`src/design/est_pkg.sv`:
```
// Shared types and constants for the EMG segment effort tracker.
// No dependencies; imported by est_div, emg_segment_effort_tracker and est_chk.
package est_pkg;

	localparam int RMS_W     = 16;
	localparam int STAMP_W   = 32;
	localparam int CNT_W     = 12;
	localparam int SUM_W     = 28;
	localparam int RAW_W     = 20;
	localparam int EFF_W     = 16;
	localparam int MVC_W     = 16;
	localparam int TOTAL_W   = EFF_W + 2;

	localparam int NUM_W     = SUM_W + 14;        // sum * 16384
	localparam int DEN_W     = SUM_W;             // mvc * count
	localparam int DCNT_W    = $clog2(NUM_W);

	localparam logic [CNT_W-1:0] MAX_SEG_LEN = CNT_W'(4095);
	localparam logic [SUM_W-1:0] SUM_MAX     = {SUM_W{1'b1}};
	localparam logic [RAW_W-1:0] RAW_MAX     = {RAW_W{1'b1}};
	localparam logic [EFF_W-1:0] EFF_MAX     = {EFF_W{1'b1}};
	localparam logic [MVC_W-1:0] MVC_RESET   = {MVC_W{1'b1}};
	localparam int HISTORY_DEPTH = 3;

	// divide by HISTORY_DEPTH as multiply by ceil(2^19 / 3) and shift; exact for totals below 2^19
	localparam int AVG_SHIFT = 19;
	localparam logic [TOTAL_W-1:0] AVG_RECIP = TOTAL_W'(174763);

	localparam int IN_DATA_W  = 56;   // seg_active, rms, timestamp (49 bits used)
	localparam int OUT_DATA_W = 136;  // raw, effort, three stamps (132 bits used)

	localparam int PADDR_W = 3;
	localparam logic [PADDR_W-1:0] ADDR_MVC = PADDR_W'(0);

	localparam logic KIND_SAMPLE = 1'b0;
	localparam logic KIND_CLEAR  = 1'b1;

	typedef struct packed {
		logic             start;
		logic [NUM_W-1:0] dividend;
		logic [DEN_W-1:0] divisor;
	} div_req_t;

	typedef struct packed {
		logic             done;
		logic [NUM_W-1:0] quotient;
	} div_resp_t;

endpackage

```
`src/design/est_div.sv`:
```
// Restoring divider, one quotient bit per cycle, shared by the raw and normalized effort divisions.
// Depends on est_pkg (div_req_t, div_resp_t, widths).
module est_div import est_pkg::*; (
	input  logic      clk,
	input  logic      arst_n,
	input  div_req_t  req,
	output div_resp_t resp
);

	logic [NUM_W-1:0]  quo_q;
	logic [DEN_W-1:0]  rem_q;
	logic [DEN_W-1:0]  den_q;
	logic [DCNT_W-1:0] cnt_q;
	logic              busy_q;
	logic              done_q;

	logic [DEN_W:0] rem_sh;
	logic [DEN_W:0] rem_sub;
	logic           ge;

	assign rem_sh  = {rem_q, quo_q[NUM_W-1]};
	assign ge      = rem_sh >= {1'b0, den_q};
	assign rem_sub = rem_sh - {1'b0, den_q};

	always_ff @(posedge clk or negedge arst_n) begin
		if (!arst_n) begin
			busy_q <= 1'b0;
			done_q <= 1'b0;
			cnt_q  <= '0;
		end else begin
			done_q <= 1'b0;
			if (req.start) begin
				busy_q <= 1'b1;
				cnt_q  <= '0;
			end else if (busy_q) begin
				cnt_q <= cnt_q + 1'b1;
				if (cnt_q == DCNT_W'(NUM_W - 1)) begin
					busy_q <= 1'b0;
					done_q <= 1'b1;
				end
			end
		end
	end

	// quo_q shifts the dividend out at the top and the quotient in at the bottom
	always_ff @(posedge clk) begin
		if (req.start) begin
			quo_q <= req.dividend;
			rem_q <= '0;
			den_q <= req.divisor;
		end else if (busy_q) begin
			quo_q <= {quo_q[NUM_W-2:0], ge};
			rem_q <= ge ? rem_sub[DEN_W-1:0] : rem_sh[DEN_W-1:0];
		end
	end

	assign resp.done     = done_q;
	assign resp.quotient = quo_q;

endmodule

```
`src/design/emg_segment_effort_tracker.sv`:
```
// Top level of the EMG segment effort tracker: stream ports, APB register, sequencer.
// Depends on est_pkg and est_div.
//
//  port group   dir  transaction carries
//  s_*          in   kind (tuser), seg_active, rms, timestamp
//  m_*          out  seg_start/seg_end (tuser), raw_effort, effort, stamps
//  apb (p*)     in   mvc register at byte address 0
//
// An item that does not end a segment moves the sequencer to its final step, which loads
// the output register once it is free; the next transaction is taken after that step.
// An item that ends a segment is processed by two passes through the shared 42-bit
// restoring divider (raw effort, normalized effort), one step for the three-segment
// mean by reciprocal multiply, and one to load the output register. s_tready is high
// only while the sequencer is idle; a new item is taken while a result still waits in
// the output register, and the sequencer stalls in its last step until that register
// is free.
// arst_n asynchronously clears the sequencer, segment state, divider control and output valid; mvc comes up as 65535.
module emg_segment_effort_tracker import est_pkg::*; (
	input  logic                  clk,
	input  logic                  arst_n,
	// slave stream
	input  logic                  s_tvalid,
	output logic                  s_tready,
	input  logic [IN_DATA_W-1:0]  s_tdata,   // [0] seg_active, [16:1] rms, [48:17] timestamp
	input  logic                  s_tuser,   // [0] kind
	// master stream
	output logic                  m_tvalid,
	input  logic                  m_tready,
	output logic [OUT_DATA_W-1:0] m_tdata,   // [19:0] raw_effort, [35:20] effort,
	                                         // [67:36] start_time, [99:68] stop_time,
	                                         // [131:100] peak_time
	output logic [1:0]            m_tuser,   // [0] seg_start, [1] seg_end
	// APB register port
	input  logic                  psel,
	input  logic                  penable,
	input  logic                  pwrite,
	input  logic [PADDR_W-1:0]    paddr,
	input  logic [31:0]           pwdata,
	output logic [31:0]           prdata,
	output logic                  pready
);

	localparam logic [2:0] ST_IDLE     = 3'd0;
	localparam logic [2:0] ST_RAW_GO   = 3'd1;
	localparam logic [2:0] ST_RAW_WAIT = 3'd2;
	localparam logic [2:0] ST_EFF_GO   = 3'd3;
	localparam logic [2:0] ST_EFF_WAIT = 3'd4;
	localparam logic [2:0] ST_AVG      = 3'd5;
	localparam logic [2:0] ST_FIN      = 3'd6;

	logic [2:0] state_q;

	logic [MVC_W-1:0]   mvc_q;
	logic               running_q;
	logic [CNT_W-1:0]   count_q;
	logic [SUM_W-1:0]   sum_q;
	logic [RMS_W-1:0]   peak_rms_q;
	logic [STAMP_W-1:0] peak_stamp_q;
	logic [STAMP_W-1:0] start_stamp_q;
	logic [STAMP_W-1:0] stop_stamp_q;
	logic [EFF_W-1:0]   hist_q [HISTORY_DEPTH];

	logic               res_start_q;
	logic               res_end_q;
	logic [RAW_W-1:0]   res_raw_q;
	logic [EFF_W-1:0]   res_eff_q;
	logic [DEN_W-1:0]   prod_q;

	logic                  m_tvalid_q;
	logic [OUT_DATA_W-1:0] m_tdata_q;
	logic [1:0]            m_tuser_q;

	div_req_t  div_req;
	div_resp_t div_resp;

	// input fields
	logic               in_kind;
	logic               in_active;
	logic [RMS_W-1:0]   in_rms;
	logic [STAMP_W-1:0] in_stamp;
	logic               in_acc;
	logic               cfg_wr;
	logic               out_free;

	assign in_kind   = s_tuser;
	assign in_active = s_tdata[0];
	assign in_rms    = s_tdata[16:1];
	assign in_stamp  = s_tdata[48:17];

	assign s_tready = (state_q == ST_IDLE);
	assign in_acc   = s_tvalid && s_tready;
	assign out_free = !m_tvalid_q || m_tready;

	// APB
	assign pready = 1'b1;
	assign cfg_wr = psel && penable && pwrite && pready;
	assign prdata = (paddr == ADDR_MVC) ? {{(32-MVC_W){1'b0}}, mvc_q} : 32'd0;

	always_ff @(posedge clk or negedge arst_n) begin
		if (!arst_n) begin
			mvc_q <= MVC_RESET;
		end else if (cfg_wr && paddr == ADDR_MVC) begin
			mvc_q <= pwdata[MVC_W-1:0];
		end
	end

	// accumulator next values
	logic [SUM_W:0]       sum_add;
	logic [SUM_W-1:0]     sum_next;
	logic [CNT_W-1:0]     count_next;
	logic [MVC_W-1:0]     mvc_eff;
	logic [CNT_W-1:0]     cnt_eff;
	logic [TOTAL_W-1:0]   hist_total;
	logic [2*TOTAL_W-1:0] avg_prod;

	assign sum_add    = {1'b0, sum_q} + {{(SUM_W+1-RMS_W){1'b0}}, in_rms};
	assign sum_next   = sum_add[SUM_W] ? SUM_MAX : sum_add[SUM_W-1:0];
	assign count_next = (count_q < MAX_SEG_LEN) ? count_q + 1'b1 : count_q;
	assign mvc_eff    = (mvc_q == '0) ? MVC_W'(1) : mvc_q;
	assign cnt_eff    = (count_q == '0) ? CNT_W'(1) : count_q;
	assign hist_total = TOTAL_W'(hist_q[0]) + TOTAL_W'(hist_q[1]) + TOTAL_W'(hist_q[2]);
	assign avg_prod   = (2*TOTAL_W)'(hist_total) * (2*TOTAL_W)'(AVG_RECIP);

	always_ff @(posedge clk) begin
		prod_q <= DEN_W'(mvc_eff) * DEN_W'(cnt_eff);
	end

	// operand select for the shared divider
	always_comb begin
		div_req = '0;
		unique case (state_q)
			ST_RAW_GO: begin
				div_req.start    = 1'b1;
				div_req.dividend = NUM_W'({sum_q, 4'b0});
				div_req.divisor  = DEN_W'(cnt_eff);
			end
			ST_EFF_GO: begin
				div_req.start    = 1'b1;
				div_req.dividend = {sum_q, 14'b0};
				div_req.divisor  = prod_q;
			end
			default: ;
		endcase
	end

	est_div u_div (
		.clk    (clk),
		.arst_n (arst_n),
		.req    (div_req),
		.resp   (div_resp)
	);

	// sequencer and segment state
	always_ff @(posedge clk or negedge arst_n) begin
		if (!arst_n) begin
			state_q       <= ST_IDLE;
			running_q     <= 1'b0;
			count_q       <= '0;
			sum_q         <= '0;
			peak_rms_q    <= '0;
			peak_stamp_q  <= '0;
			start_stamp_q <= '0;
			stop_stamp_q  <= '0;
			for (int i = 0; i < HISTORY_DEPTH; i++) hist_q[i] <= '0;
		end else begin
			unique case (state_q)
				ST_IDLE: begin
					if (in_acc) begin
						state_q <= ST_FIN;
						if (in_kind == KIND_CLEAR) begin
							running_q  <= 1'b0;
							count_q    <= '0;
							sum_q      <= '0;
							peak_rms_q <= '0;
							for (int i = 0; i < HISTORY_DEPTH; i++) hist_q[i] <= '0;
						end else if (!running_q) begin
							count_q    <= '0;
							sum_q      <= '0;
							peak_rms_q <= '0;
							if (in_active) begin
								peak_rms_q    <= in_rms;
								start_stamp_q <= in_stamp;
								running_q     <= 1'b1;
							end
						end else begin
							count_q <= count_next;
							sum_q   <= sum_next;
							if (in_rms > peak_rms_q) begin
								peak_rms_q   <= in_rms;
								peak_stamp_q <= in_stamp;
							end
							if (!in_active) begin
								running_q    <= 1'b0;
								stop_stamp_q <= in_stamp;
								state_q      <= ST_RAW_GO;
							end
						end
					end
				end
				ST_RAW_GO:   state_q <= ST_RAW_WAIT;
				ST_RAW_WAIT: if (div_resp.done) state_q <= ST_EFF_GO;
				ST_EFF_GO:   state_q <= ST_EFF_WAIT;
				ST_EFF_WAIT: begin
					if (div_resp.done) begin
						hist_q[0] <= hist_q[1];
						hist_q[1] <= hist_q[2];
						hist_q[2] <= (div_resp.quotient[NUM_W-1:EFF_W] != '0) ?
							EFF_MAX : div_resp.quotient[EFF_W-1:0];
						state_q   <= ST_AVG;
					end
				end
				ST_AVG:      state_q <= ST_FIN;
				ST_FIN:      if (out_free) state_q <= ST_IDLE;
				default:     state_q <= ST_IDLE;
			endcase
		end
	end

	// pending result fields
	always_ff @(posedge clk) begin
		if (in_acc) begin
			res_start_q <= (in_kind == KIND_SAMPLE) && !running_q && in_active;
			res_end_q   <= (in_kind == KIND_SAMPLE) && running_q && !in_active;
			res_raw_q   <= '0;
			res_eff_q   <= '0;
		end
		if (state_q == ST_RAW_WAIT && div_resp.done) begin
			res_raw_q <= (div_resp.quotient[NUM_W-1:RAW_W] != '0) ?
				RAW_MAX : div_resp.quotient[RAW_W-1:0];
		end
		// history already holds the new effort here
		if (state_q == ST_AVG) begin
			res_eff_q <= avg_prod[AVG_SHIFT+EFF_W-1:AVG_SHIFT];
		end
	end

	// output register
	always_ff @(posedge clk or negedge arst_n) begin
		if (!arst_n) begin
			m_tvalid_q <= 1'b0;
		end else if (state_q == ST_FIN && out_free) begin
			m_tvalid_q <= 1'b1;
		end else if (m_tready) begin
			m_tvalid_q <= 1'b0;
		end
	end

	always_ff @(posedge clk) begin
		if (state_q == ST_FIN && out_free) begin
			m_tuser_q <= {res_end_q, res_start_q};
			m_tdata_q <= {4'b0, peak_stamp_q, stop_stamp_q, start_stamp_q,
				res_eff_q, res_raw_q};
		end
	end

	assign m_tvalid = m_tvalid_q;
	assign m_tdata  = m_tdata_q;
	assign m_tuser  = m_tuser_q;

endmodule

```
`config.mk`:
```
export PLATFORM = sky130hd
export DESIGN_NAME = emg_segment_effort_tracker
export DESIGN_NICKNAME = d
export VERILOG_FILES = /design/src/design/est_pkg.sv /design/src/design/est_div.sv /design/src/design/emg_segment_effort_tracker.sv
export SDC_FILE = /design/constraint.sdc
export NUM_CORES = 2
export LEC_CHECK = 0
export BUFFER_PORTS_ARGS = -buffer_cell sky130_fd_sc_hd__buf_2
export CORE_MARGIN = 2
export CORE_UTILIZATION = 48
export CTS_CLUSTER_SIZE = 40
export DETAILED_ROUTE_END_ITERATION = 6
export PLACE_DENSITY = 0.75
export SYNTH_ARGS = -nofsm -noshare
export SYNTH_HDL_FRONTEND = slang
export SYNTH_SLANG_ARGS = --single-unit
```
`constraint.sdc`:
```
create_clock -name clk -period 8.2 [get_ports clk]
set_input_delay 0.41 -clock clk [delete_from_list [all_inputs] [get_ports clk]]
set_output_delay 0.41 -clock clk [all_outputs]
set_load 0.01 [all_outputs]
```
* After elaboration in Yosys (flattened, before gate mapping)
Cells that the tools add are included.
** Operators by class
- Multiply operators :: 2
- Bitwise operators :: 3
- Multiplexer cells :: 47
- Equality and inequality tests :: 14
- Add/sub/neg operators :: 6
- Magnitude comparators :: 3
- Reduce and logical (&&, ||, !) cells :: 33
** Operators by type and width (number)
- $mux 16 :: 9
- $mux 48 :: 3
- $pmux 71 s2 :: 1
- $mux 28 :: 4
- $pmux 48 s2 :: 1
- $mux 42 :: 2
- $mux 20 :: 3
- $mux 12 :: 4
- $mul 18x18->35 const B :: 1
- $add 28x16->29 :: 1
- $ge 29x28->1 :: 1
- $mul 16x12->28 :: 1
- $sub 28x28->28 :: 1
- $reduce_bool 26->1 :: 1
- $reduce_bool 22->1 :: 1
- $mux 3 :: 7
- $pmux 3 s7 :: 1
- $add 17x16->18 :: 1
- $add 16x16->17 :: 1
- $gt 16x16->1 :: 1
- $logic_not 16->1 :: 1
- $reduce_and 5->1 :: 3
- $add 12x1->12 const B :: 1
- $logic_not 12->1 :: 1
- 20 further kinds :: 57
** Storage, ports and cells
- Register bits :: 527
- Word-level logic and storage cells :: 134
- Input port bits :: 99

* Longest topological paths before layout
- Depth after elaboration :: 5
- Mapped depth :: 35
- Mapped depth without buffers :: 35

* By module
Synthesis repeated with hierarchy kept, for this count alone.
** Second synthesis, totals
- Cell total of the unflattened synthesis :: 3205
- Area, all modules :: 35472.8 um2
** Modules (own cells, without submodules)
- emg_segment_effort_tracker :: instances 1, cells each 2652, area an instance 29400.7 um2
- est_div :: instances 1, cells each 553, area an instance 6072.1 um2

* Worst setup path after synthesis
OpenSTA, ideal clock, no wires.
- Path type :: flip-flop to flip-flop
- Start point :: register hist_q[2] in the netlist's numbering
- End point :: register res_eff_q[14] (data pin)
- Path slack :: -0.061 ns
- Cell stages (with the launch flop) :: 32
- Setup time :: 0.260 ns
- Arrival :: 8.001 ns
- Buffers on the path :: 0
- Path through :: dfrtp_1 fa_1 ha_1 a21o_1 a21oi_1 o21bai_1 a2111o_1 a21oi_2 o21ba_2 o21bai_1 a21oi_1 xnor2_1 ha_1 ha_1 inv_1 fa_1 inv_1 fa_1 fa_1 inv_1 fa_1 inv_1 ha_1 a21oi_1 nand2_1 a211oi_1 o41ai_2 a211o_1 a211o_1 a41o_1 a21oi_1 mux2i_1
** On the way
- Longest elaborated chain between the ends :: 3
** Ends and longest elaborated chain
- start, declared :: RTL line emg_segment_effort_tracker.sv:61 : logic [EFF_W-1:0] hist_q [HISTORY_DEPTH];
- $add 17x16->18 :: RTL line emg_segment_effort_tracker.sv:121 : assign hist_total = TOTAL_W'(hist_q[0]) + TOTAL_W'(hist_q[1]) + TOTAL_W'(hist_q[2]);
- $mul 18x18->35 :: RTL line emg_segment_effort_tracker.sv:122 : assign avg_prod = (2*TOTAL_W)'(hist_total) * (2*TOTAL_W)'(AVG_RECIP);
- $mux 16 :: RTL line emg_segment_effort_tracker.sv:232 : if (state_q == ST_AVG) begin
- end signal, assigned :: RTL line emg_segment_effort_tracker.sv:233 : res_eff_q <= avg_prod[AVG_SHIFT+EFF_W-1:AVG_SHIFT];
- end, declared :: RTL line emg_segment_effort_tracker.sv:66 : logic [EFF_W-1:0] res_eff_q;
No other way between the ends.
A chain may end at the register's enable or synchronous reset.

* Final worst setup path
- Start point :: register hist_q[34] in the netlist's numbering
- End point :: register res_eff_q[10] (data pin)
** On the way
- Longest elaborated chain between the ends :: 4
** Ends and longest elaborated chain (RTL line)
- $add 16x16->17 :: emg_segment_effort_tracker.sv:121
- $add 17x16->18 :: emg_segment_effort_tracker.sv:121
- $mul 18x18->35 :: emg_segment_effort_tracker.sv:122
- $mux 16 :: emg_segment_effort_tracker.sv:232
No other way between the ends.

==> flow_metrics.env <==
export IMPL_max_cap_violations=0
export IMPL_layout_drive_gt1_share=0.157
export IMPL_grt_pass1_vias=24800
export IMPL_ys_seq_area_frac=0.398
export IMPL_syn_inst=3306
export IMPL_gp_congestion=0.967
export IMPL_viasPerCell=5.41
export IMPL_use_met2=0.348
export IMPL_synth_top_cell_area_share=0.205
export IMPL_leakage_nw=19.3
export IMPL_status="complete, but fails checks"
export IMPL_cts_root_buffer="clkbuf_16"
export IMPL_slew_limit_headroom=0.169
export IMPL_async_reset_ff_frac=0.435
export IMPL_grt_usage=0.208
export IMPL_clock_sinks=527
export IMPL_period_minus_slack_ps=7910
export IMPL_final_nets=4169
export IMPL_finalCritPeriodShare=0.964
export IMPL_setup_slack_ps=293
export IMPL_ioPinCount=272
export IMPL_drt_iter0_markers=1768
export IMPL_grt_ovfl_total=0
export IMPL_powerDensity_nw_per_um2=410
export IMPL_seq_area_sq_um=14100
export IMPL_netlist_area_sq_um=35500
export IMPL_grt_use_met3=0.0357
export IMPL_antenna_found_initial=2
export IMPL_slew_viol_final=0
export IMPL_drc_errors=35
export IMPL_finClkSkew_ps=23.1
export IMPL_synth_seq_cells=527
export IMPL_pre_cts_ws_ps=-51.2
export IMPL_htreeDepth=2
export IMPL_hold_viol=0
export IMPL_yosysWarningCount=0
export IMPL_fmax_mhz=126
export IMPL_firstDrtPassIters=7
export IMPL_synth_cell_type_count=86
export IMPL_area_growth_pct=12.1
export IMPL_crit_type="register to register"
export IMPL_ir_drop_v=0.000471
export IMPL_max_stage_delay_ps=560
export IMPL_setup_viol=0
export IMPL_met1_usage=0.275
export IMPL_grt_pass1_wl_um=129000
export IMPL_multi_input_area_sq_um=19200
export IMPL_reg2reg_setup_slack_ps=290
export IMPL_worstMarginPinSlew_ps=1240
export IMPL_avgSynthCellArea_sq_um=10.7
export IMPL_dieWidth_um=276
export IMPL_clock_latency_ps=620
export IMPL_hpwl_um=58000
export IMPL_fp_row_count=99
export IMPL_synth_main_ff_cell="edfxtp_1"
export IMPL_crit_required_ps=8570
export IMPL_die_y_um=276
export IMPL_drt_wl_total_um=78700
export IMPL_clk_pin_slew_ps=70
export IMPL_post_drt_wl_per_cell_um=17.4
export IMPL_startpoint_type="register"
export IMPL_hold_path_class="primary input to register"
export IMPL_grt_start_max_net_pins=111
export IMPL_cp_arrival_ps=8280
export IMPL_coreArea_sq_um=73100
export IMPL_failed_checks="DRC"
export IMPL_cts_tree="done"
export IMPL_clockBufferDepth=3
export IMPL_end_kind="register"
export IMPL_crit_path_frequent_cell="fa_1"
export IMPL_synth_area_leaders="edfxtp_1, dfrtp_1, fa_1"
export IMPL_cp_slowest_cell="fa_1"
export IMPL_dieArea_sq_um=76200
export IMPL_num_vias=24400
export IMPL_ys_top_cells_by_count="inv_1, nand2_1, ha_1"
export IMPL_cts_inserted_buffers=55
export IMPL_synth_edf_count=242
export IMPL_start_util=0.486
export IMPL_port_buffers=227
export IMPL_drtAntennaViolNets=0
export IMPL_fill_cells=6221
export IMPL_yosysMostFrequentCell="inv_1"
export IMPL_worstPathMaxFanout=4
export IMPL_hold_slack_ps=39.2
export IMPL_top_usage_layer="met2"
export IMPL_synth_area_leader_cell="edfxtp_1"
where the power goes:
| part | switching, mW | internal (mW) |
|---|---|---|
| combinational | 5.42 | 4.00 |
| clock | 1.07 | 1.50 |
| sequential | 0.562 | 3.76 |
| total | 7.05 | 9.26 |
worst paths after layout:
check | from | end | cells after the start
max | hist_q[34]$_DFFE_PN0P_ | res_eff_q[10]$_SDFFCE_PN0P_ | 32
min | pwdata[12] | mvc_q[12]$_DFFE_PN1P_ | 2
max reg2reg | hist_q[34]$_DFFE_PN0P_ | res_eff_q[10]$_SDFFCE_PN0P_ | 32
min reg2reg | res_raw_q[1]$_SDFFCE_PN0P_ | m_tdata[1]$_DFFE_PP_ | 0
max in group asynchronous | arst_n | state_q[1]$_DFFE_PN0P_ | 3
min in group asynchronous | arst_n | count_q[0]$_DFFE_PN0P_ | 2
state kept, by name, summed over array words and instances (netlist names), 2 cells and up:
name and count:
m_tdata 132, hist_q 48, u_div.quo_q 42, peak_stamp_q 32, start_stamp_q 32, stop_stamp_q 32
prod_q 28, sum_q 28, u_div.den_q 28, u_div.rem_q 28, res_raw_q 20, mvc_q 16
peak_rms_q 16, res_eff_q 16, count_q 12, u_div.cnt_q 6, state_q 3, m_tuser 2
layout make-up:
cell class,count,share of cell area
flip-flops and latches,527,0.355
diodes,1,0.0000629
clock inverters,32,0.0101
well taps,959,0.0301
multi-input cells,2176,0.483
repair buffers,288,0.0411
clock buffers,70,0.0370
inverters,463,0.0437
metrics by stage:
step / utilization / cell area, sq um / TNS, ps / power [mW] / std cells
6_report: 0.545 / 39800 / 0 / 16.3 / 4516
5_1_grt: 0.545 / 39800 / -324 / 17.9 / 4516
4_1_cts: 0.542 / 39600 / 0 / 16.0 / 4511
3_5_place_dp: 0.516 / 37700 / -51.2 / 13.2 / 4401
3_3_place_gp: 0.516 / 37700 / 0 / 13.0 / 4401
2_1_floorplan: - / 35600 / 0 / 11.0 / 3325
placed cells by master (no fill, tap or decap), types with 44 or more instances in the layout:
cell type,count
inv_1,460
nand2_1,331
ha_1,290
fa_1,265
edfxtp_1,242
buf_2,226
dfrtp_1,212
o21ai_0,134
nor2_1,119
mux2_2,113
a21oi_1,99
nand3_1,88
and2_1,80
xnor2_1,65
dfxtp_1,56
clkbuf_16,55
buf_4,52
o21a_1,44
metal layers:
metal / share of wire / vias up / wire (um)
met5: 0 / - / 0
met3: 0.060 / 149 / 4710
met4: 0.031 / 0 / 2470
li1: - / 11600 / -
met2: 0.48 / 702 / 37500
met1: 0.43 / 12000 / 34100
repair_timing:
item | CTS | global route
endpoints found under the setup margin | 2 | 10
gates resized for setup | 1 | 21
setup buffers | 0 | 4
hold endpoints to repair | 84 | 0
hold buffers | 8 | 0
pin swaps | 1 | 23
critical path: cells and delay by family, from the launching register on:
kind,cells,cell delay (ps)
AO/OA/AOI/OAI,14,2770
XOR/XNOR,2,250
adder cells (fa/ha/maj),9,3700
buffers and inverters,5,380
flip-flops,1,400
AND/OR/NAND/NOR,2,150
cells by family (layout without fill, tap and decap cells):
logic type      Yosys count  count (layout)  share of synthesized area
simple gates            839             839                      0.114
buf+inv                 622             853                     0.0687
fa+ha+maj               559             559                      0.253
flops                   527             527                      0.398
compound gates          512             512                     0.0965
mux                     144             144                     0.0446
xor+xnor                101             101                     0.0249
other cells               2              22                   0.000211
Power figures use the tool's default switching activity.
